File: config.mk
export PLATFORM = sky130hd
export DESIGN_NAME = utf8_stream_decoder_unit
export DESIGN_NICKNAME = d
export VERILOG_FILES = /design/src/rtl/core/u8sd_pkg.sv /design/src/rtl/core/utf8_stream_decoder_unit.sv
export VERILOG_INCLUDE_DIRS = /design/src /design/src/rtl/core
export SDC_FILE = /design/constraint.sdc
export NUM_CORES = 1
export LEC_CHECK = 0
export BUFFER_PORTS_ARGS = -buffer_cell sky130_fd_sc_hd__clkbuf_2
export CORE_UTILIZATION = 45
export DETAILED_ROUTE_END_ITERATION = 12
export GPL_TIMING_DRIVEN = 0
export MAX_ROUTING_LAYER = met4
export PLACE_DENSITY = 0.73
export SLEW_MARGIN = 5
export SYNTH_ARGS = -nofsm -noshare
export SYNTH_HDL_FRONTEND = slang
export SYNTH_SLANG_ARGS = --single-unit
File: constraint.sdc
create_clock -name clk -period 6.8 [get_ports clk]
set_input_delay 0.68 -clock clk [delete_from_list [all_inputs] [get_ports clk]]
set_output_delay 0.68 -clock clk [all_outputs]
set_load 0.05 [all_outputs]
File: src/rtl/core/utf8_stream_decoder_unit_defines.svh
// Assertion macros for the UTF-8 stream decoder.
// Each macro samples on the rising edge of clk and is disabled during rst.
`ifndef UTF8_STREAM_DECODER_UNIT_DEFINES_SVH
`define UTF8_STREAM_DECODER_UNIT_DEFINES_SVH

`ifndef SYNTHESIS
// Check that cond_a implies cond_c at the same clock edge.
`define U8SD_ASSERT_IMPLIES(label, cond_a, cond_c) \
  label: assert property (@(posedge clk) disable iff (rst) (cond_a) |-> (cond_c)) \
    else $error("u8sd implication check failed");
// Check that cond holds at every clock edge outside reset.
`define U8SD_ASSERT_ALWAYS(label, cond) \
  label: assert property (@(posedge clk) disable iff (rst) (cond)) \
    else $error("u8sd invariant check failed");
`else
`define U8SD_ASSERT_IMPLIES(label, cond_a, cond_c)
`define U8SD_ASSERT_ALWAYS(label, cond)
`endif

`endif

File: src/rtl/core/u8sd_pkg.sv
`default_nettype none

package u8sd_pkg;

  // Field widths
  localparam int unsigned ByteW  = 8;
  localparam int unsigned CodeW  = 21;
  localparam int unsigned CountW = 3;
  localparam int unsigned LeftW  = 2;

  // Lead byte tags, compared against the top bits of the byte
  localparam logic [2:0] Lead2Tag = 3'h6;   // 110xxxxx
  localparam logic [3:0] Lead3Tag = 4'hE;   // 1110xxxx
  localparam logic [4:0] Lead4Tag = 5'h1E;  // 11110xxx

  // Sequence lengths in bytes
  localparam logic [CountW-1:0] Len1 = 3'd1;
  localparam logic [CountW-1:0] Len2 = 3'd2;
  localparam logic [CountW-1:0] Len3 = 3'd3;
  localparam logic [CountW-1:0] Len4 = 3'd4;

  // One decoded result word
  typedef struct packed {
    logic              bad_lead;
    logic [CountW-1:0] byte_count;
    logic [CodeW-1:0]  code_point;
  } result_t;

endpackage

`default_nettype wire

File: src/rtl/core/utf8_stream_decoder_unit.sv
// UTF-8 stream decoder: takes one raw byte per input word and gives one
// result word per completed sequence (code point up to 21 bits and the
// number of bytes used) or per invalid lead byte (bad_lead set, code point
// 0, count 1; the byte is dropped). Lead and 2..4 byte sequences are
// decoded without checks on continuation top bits, overlong forms or range.
// Each byte is taken into an input register and decoded into the output
// register once that register is free or being drained; the result is
// held there until it is taken. A new byte is accepted every cycle while
// the output side keeps up. A full sequence sent back to back gives its
// result once its last byte is decoded.
`default_nettype none

`include "utf8_stream_decoder_unit_defines.svh"

module utf8_stream_decoder_unit (
  input  wire logic                            clk,
  input  wire logic                            rst,
  input  wire logic                            s_tvalid,
  output logic                                 s_tready,
  input  wire logic [u8sd_pkg::ByteW-1:0]      s_tdata,   // [7:0] data_byte
  output logic                                 m_tvalid,
  input  wire logic                            m_tready,
  output logic [23:0]                          m_tdata,   // [20:0] code_point,
                                                          // [23:21] byte_count
  output logic                                 m_tuser    // [0] bad_lead
);

  import u8sd_pkg::*;

  // Input register
  logic             in_valid;
  logic [ByteW-1:0] in_byte;

  // Decoder state
  logic [LeftW-1:0]  bytes_left;
  logic [CodeW-1:0]  partial_value;
  logic [CountW-1:0] seq_length;
  logic [LeftW-1:0]  bytes_left_next;
  logic [CodeW-1:0]  partial_value_next;
  logic [CountW-1:0] seq_length_next;

  // Decode result
  logic    res_valid;
  result_t res;

  // Output register
  logic    out_valid;
  result_t out_word;

  logic advance;

  // Move the held byte on when the output register is free or draining
  assign advance  = in_valid && (!out_valid || m_tready);
  assign s_tready = !in_valid || advance;

  // Decode one byte against the open sequence
  always_comb begin
    bytes_left_next    = bytes_left;
    partial_value_next = partial_value;
    seq_length_next    = seq_length;
    res_valid          = 1'b0;
    res.bad_lead       = 1'b0;
    res.byte_count     = Len1;
    res.code_point     = '0;
    if (bytes_left == '0) begin
      if (!in_byte[ByteW-1]) begin
        res_valid      = 1'b1;
        res.code_point = {{(CodeW-ByteW){1'b0}}, in_byte};
      end else if (in_byte[7:5] == Lead2Tag) begin
        partial_value_next = {{(CodeW-5){1'b0}}, in_byte[4:0]};
        bytes_left_next    = 2'd1;
        seq_length_next    = Len2;
      end else if (in_byte[7:4] == Lead3Tag) begin
        partial_value_next = {{(CodeW-4){1'b0}}, in_byte[3:0]};
        bytes_left_next    = 2'd2;
        seq_length_next    = Len3;
      end else if (in_byte[7:3] == Lead4Tag) begin
        partial_value_next = {{(CodeW-3){1'b0}}, in_byte[2:0]};
        bytes_left_next    = 2'd3;
        seq_length_next    = Len4;
      end else begin
        res_valid    = 1'b1;
        res.bad_lead = 1'b1;
      end
    end else begin
      // Continuation: shift in the low six bits, top bits ignored
      bytes_left_next    = bytes_left - 2'd1;
      partial_value_next = {partial_value[CodeW-7:0], in_byte[5:0]};
      if (bytes_left == 2'd1) begin
        res_valid          = 1'b1;
        res.code_point     = {partial_value[CodeW-7:0], in_byte[5:0]};
        res.byte_count     = seq_length;
        partial_value_next = '0;
        seq_length_next    = '0;
      end
    end
  end

  // Capture input words
  always_ff @(posedge clk) begin
    if (rst) begin
      in_valid <= 1'b0;
    end else if (s_tready) begin
      in_valid <= s_tvalid;
    end
  end

  always_ff @(posedge clk) begin
    if (s_tready && s_tvalid) begin
      in_byte <= s_tdata;
    end
  end

  // Advance decoder state
  always_ff @(posedge clk) begin
    if (rst) begin
      bytes_left    <= '0;
      partial_value <= '0;
      seq_length    <= '0;
    end else if (advance) begin
      bytes_left    <= bytes_left_next;
      partial_value <= partial_value_next;
      seq_length    <= seq_length_next;
    end
  end

  // Hold or load the output word
  always_ff @(posedge clk) begin
    if (rst) begin
      out_valid <= 1'b0;
    end else if (advance) begin
      out_valid <= res_valid;
    end else if (m_tready) begin
      out_valid <= 1'b0;
    end
  end

  always_ff @(posedge clk) begin
    if (advance && res_valid) begin
      out_word <= res;
    end
  end

  assign m_tvalid = out_valid;
  assign m_tdata  = {out_word.byte_count, out_word.code_point};
  assign m_tuser  = out_word.bad_lead;

  // Checks
  `U8SD_ASSERT_IMPLIES(a_bad_lead_form, m_tvalid && m_tuser,
                       (m_tdata[20:0] == '0) && (m_tdata[23:21] == Len1))
  `U8SD_ASSERT_IMPLIES(a_count_range, m_tvalid,
                       (m_tdata[23:21] >= Len1) && (m_tdata[23:21] <= Len4))
  `U8SD_ASSERT_ALWAYS(a_idle_state, (bytes_left == '0) == (seq_length == '0))
  `U8SD_ASSERT_IMPLIES(a_open_length, bytes_left != '0,
                       seq_length > CountW'(bytes_left))

endmodule

`default_nettype wire
Word-level counts from Yosys, hierarchy flattened
Cells that the tools add are included. W data, S select, Z words.

Input bits: 12. Register bits: 55.

Reductions and logical operators: 14. Muxes and demuxes: 28. Add/subtract/negate cells: 1. Equality and inequality tests: 6. Bitwise operators: 1.

Operator list (count): $mux W15 (6); $mux W21 (2); $mux W3 (6); $mux W2 (5); $mux W1 (8); $mux W7 (1); $eq A5 B5 Y1 const B (1); $eq A4 B4 Y1 const B (1); $ne A4 B1 Y1 const B (1); $reduce_and A4 Y1 (1); $reduce_bool A2 Y1 (2); $eq A3 B3 Y1 const B (1); $logic_and A1 B1 Y1 (3); $reduce_and A3 Y1 (1); $eq A2 B1 Y1 const B (1); $logic_not A1 Y1 (2); $logic_not A2 Y1 (1); $logic_or A1 B1 Y1 (2); $ne A2 B2 Y1 const B (1); $reduce_and A2 Y1 (1); $reduce_or A2 Y1 (1); $sub A2 B1 Y2 const B (1); $not A1 Y1 (1).

Longest topological paths before layout
Depth after elaboration: 7. Mapped depth: 5.

Worst setup path before layout
Ideal clock, no wire load.

Path type: input-to-reg. Start: in m_tready. End: reg out_word (netlist bit m_tdata[0]), enable pin. Arrival: 2836 ps. Required time: 6362 ps. Slack: 3526 ps. Stages: 4. Setup time: 438 ps. Cell sequence: nand2b_1 nand2_1 buf_4 nor3_1.

Cells in the longest elaborated chain, start to end: 3.

RTL lines: start, declared (line utf8_stream_decoder_unit.sv:22) `input wire logic m_tready,`; $logic_or A1 B1 Y1 (line utf8_stream_decoder_unit.sv:53) `assign advance = in_valid && (!out_valid || m_tready);`; $logic_and A1 B1 Y1 (line utf8_stream_decoder_unit.sv:53); $logic_and A1 B1 Y1 (line utf8_stream_decoder_unit.sv:139) `if (advance && res_valid) begin`; end signal, assigned (line utf8_stream_decoder_unit.sv:140) `out_word <= res;`; end, declared (line utf8_stream_decoder_unit.sv:48) `result_t out_word;`.

No other way between the ends. A chain may end at the register's enable or synchronous reset.

Worst setup path in the final report
Start: in m_tready. End: out s_tready.

Cells in the longest elaborated chain, start to end: 3.

RTL lines: $logic_or A1 B1 Y1 (line utf8_stream_decoder_unit.sv:53); $logic_and A1 B1 Y1 (line utf8_stream_decoder_unit.sv:53); $logic_or A1 B1 Y1 (line utf8_stream_decoder_unit.sv:54) `assign s_tready = !in_valid || advance;`; end, declared (line utf8_stream_decoder_unit.sv:19) `output logic s_tready,`.

No other way between the ends.

==> impl_metrics.env <==
export IMPL_status="finished clean"
export IMPL_hold_slack_ns=0.459
export IMPL_cts_max_path_buffers=2
export IMPL_synthMuxAreaShare=0
export IMPL_dp_final_hpwl_mm=3.05
export IMPL_synth_xor_area_frac=0
export IMPL_met2WireLength_mm=1.90
export IMPL_synth_cell_types=36
export IMPL_rsz0062_at_grt="false"
export IMPL_reg2reg_from="bytes_left[1]$_SDFFE_PP0P_"
export IMPL_max_freq_mhz=498
export IMPL_synthToLayoutAreaGrowth_pct=16.9
export IMPL_antenna_found_initial=0
export IMPL_wl_per_cell_um=14.2
export IMPL_synth_top_cells_by_count="edfxtp_1 (33), and2_1 (23), dfxtp_1 (22)"
export IMPL_drc=0
export IMPL_min_period_over_period=0.296
export IMPL_post_cts_buffers=0
export IMPL_post_dp_cell_area_um2=2570
export IMPL_ctsHoldBuffers=0
export IMPL_stdcell_area_um2=2660
export IMPL_clk_latency_ns=0.30
export IMPL_fin_ws_ns=4.79
export IMPL_fp_dieH_um=73.1
export IMPL_synth_edff_count=33
export IMPL_cts_made_buffers=5
export IMPL_synth_most_common_cell="edfxtp_1"
export IMPL_ys_ff_latch=55
export IMPL_finalSetupViolations=0
export IMPL_period_needed_ns=2.01
export IMPL_synth_simple_area_share=0.161
export IMPL_cts_resized=0
export IMPL_critPathLaunch="m_tready"
export IMPL_wl_met1_mm=1.96
export IMPL_path_class="in -> out"
export IMPL_vdd_drop_max_uv=108
export IMPL_root_buffer="clkbuf_8"
export IMPL_p_per_area_nw_per_um2=236
export IMPL_netlist_area_leader_share=0.436
export IMPL_routed_wl_mm=4.26
export IMPL_antenna_cells=0
export IMPL_cts_tree="built"
export IMPL_fin_util=0.556
export IMPL_via_count=1618
export IMPL_synthAdderAreaFrac=0
export IMPL_hold_class="reg -> reg"
export IMPL_dr_pass1_iters=4
export IMPL_die_area_um2=5340
export IMPL_synth_area_leaders="edfxtp_1 (44%), dfxtp_1 (19%), and2_1 (6.3%), a21oi_2 (3.9%), o21ai_2 (3.9%)"
export IMPL_wl_met3_um=287
export IMPL_slew_violations=0
export IMPL_synth_top_family_by_area="compound AO/OA/AOI/OAI gates"
export IMPL_rows=25
export IMPL_syn_area_um2=2270
export IMPL_initial_core_util=0.475
export IMPL_routabilityCongestion=0.894
export IMPL_io_pins=39
export IMPL_finalSetupTns_ns=0
export IMPL_cts_htree_levels=2
export IMPL_async_reset_ff_frac=0
export IMPL_p_leak_nw=0.928
export IMPL_ys_seq_area_frac=0.629
export IMPL_synth_largest_area_cell="edfxtp_1"
export IMPL_first_iter_violations=109
export IMPL_max_cap_violations=0
export IMPL_via_per_inst=5.38
export IMPL_relSlewSlack=0.562
export IMPL_yosysWarnings=0
export IMPL_drive_gt1_frac=0.325
export IMPL_clock_skew_ns=0.00524
export IMPL_postRouteAntennaNets=0
export IMPL_synth_ff_type="edfxtp_1"
export IMPL_core_area_um2=4790
export IMPL_cts_sinks=55
export IMPL_grt_max_degree=16
export IMPL_clk_pin_slew_ns=0.09
export IMPL_finalNonFillerCells=301
export IMPL_syn_nets=199
export IMPL_overflow=0
export IMPL_die_w_um=73.1
export IMPL_finalHoldViolCount=0
export IMPL_io_buffers=38
export IMPL_grt_pass1_wl_mm=6.95
export IMPL_crit_arrival_ns=1.33
export IMPL_synthCells=187
export IMPL_finalPower_uw=628
export IMPL_pre_cts_slack_ns=4.54
export IMPL_fin_nets=246
export IMPL_top_layer_used="met4"
export IMPL_synth_compound_area_frac=0.177
export IMPL_cp_max_fo=4
export IMPL_syn_area_per_cell_um2=12.2
export IMPL_end_kind="primary output"
export IMPL_worst_pin_slew_ns=0.657
export IMPL_place_inst=294
export IMPL_grt_pass1_vias=1434
export IMPL_required_ns=6.12
export IMPL_grt_usage=0.180
export IMPL_hold_path_startpoint="partial_value[12]$_SDFFE_PP0P_"
export IMPL_startpoint_type="input port"
## sequential cells by signal (all words and copies together) (netlist names)
name and flops:
m_tdata 24, partial_value 15, in_byte 8, seq_length 3
bytes_left 2, in_valid 1, m_tuser 1, m_tvalid 1
## worst max-delay path: stages
cell and delay [ns]:
clkbuf_2 0.08, nor2b_1 0.22, nand2_1 0.10, clkbuf_2 0.24
## layout by cell type (no fill, tap or decap), types with 2 or more instances in the layout
cell / netlist / final
clkbuf_2: 1 / 39
edfxtp_1: 33 / 33
and2_1: 23 / 23
dfxtp_1: 22 / 22
a21oi_1: 14 / 14
nand3_1: 11 / 11
o21ai_2: 10 / 10
a21oi_2: 10 / 10
clkbuf_1: 6 / 6
nor2_1: 6 / 6
o21ai_0: 6 / 6
clkbuf_8: 0 / 6
nand2_1: 5 / 5
nand2b_1: 3 / 3
inv_1: 3 / 3
o2111ai_1: 3 / 3
nand4_1: 3 / 3
buf_4: 1 / 2
buf_2: 2 / 2
nor2b_1: 2 / 2
buf_6: 1 / 2
buf_1: 2 / 2
nor3_1: 3 / 2
o311ai_0: 2 / 2
o41ai_1: 2 / 2
or3_1: 2 / 2
## layout make-up
class                           instances  area, µm²
Buffer                                 13       63.8
Tap cell                               67       83.8
Clock inverter                          1       5.00
Sequential cell                        55       1430
Timing Repair Buffer                   40        209
Multi-Input combinational cell        116        773
Inverter                                3       11.3
Fill cell                             434       2130
Clock buffer                            6       82.6
## cell families after synthesis
group	count (synthesis)
AO/OA/AOI/OAI	53
flip-flops	55
AND/OR/NAND/NOR	63
buffers and inverters	16
## report_power, final
part	switching [mW]	internal, mW
registers	0.00588	0.365
logic	0.0584	0.0198
clock network	0.0993	0.0801
total	0.164	0.465
## per-layer routing
metal  vias up  GRT usage
met3        13     0.0428
met5         -          -
met1       756      0.243
met2        65      0.256
met4         0     0.0850
li1        784          -
## path summary, 6_finish.rpt
| path | endpoint | slack, ns | depth (start not counted) |
|---|---|---|---|
| max reg2reg | m_tdata[7]$_SDFFCE_PP0P_ | 4.83 | 4 |
| min reg2reg | partial_value[12]$_SDFFE_PP0P_ | 0.46 | 2 |
| max | s_tready | 4.79 | 4 |
| min | partial_value[12]$_SDFFE_PP0P_ | 0.46 | 2 |
Note: power is estimated with default switching activity, not from simulation.
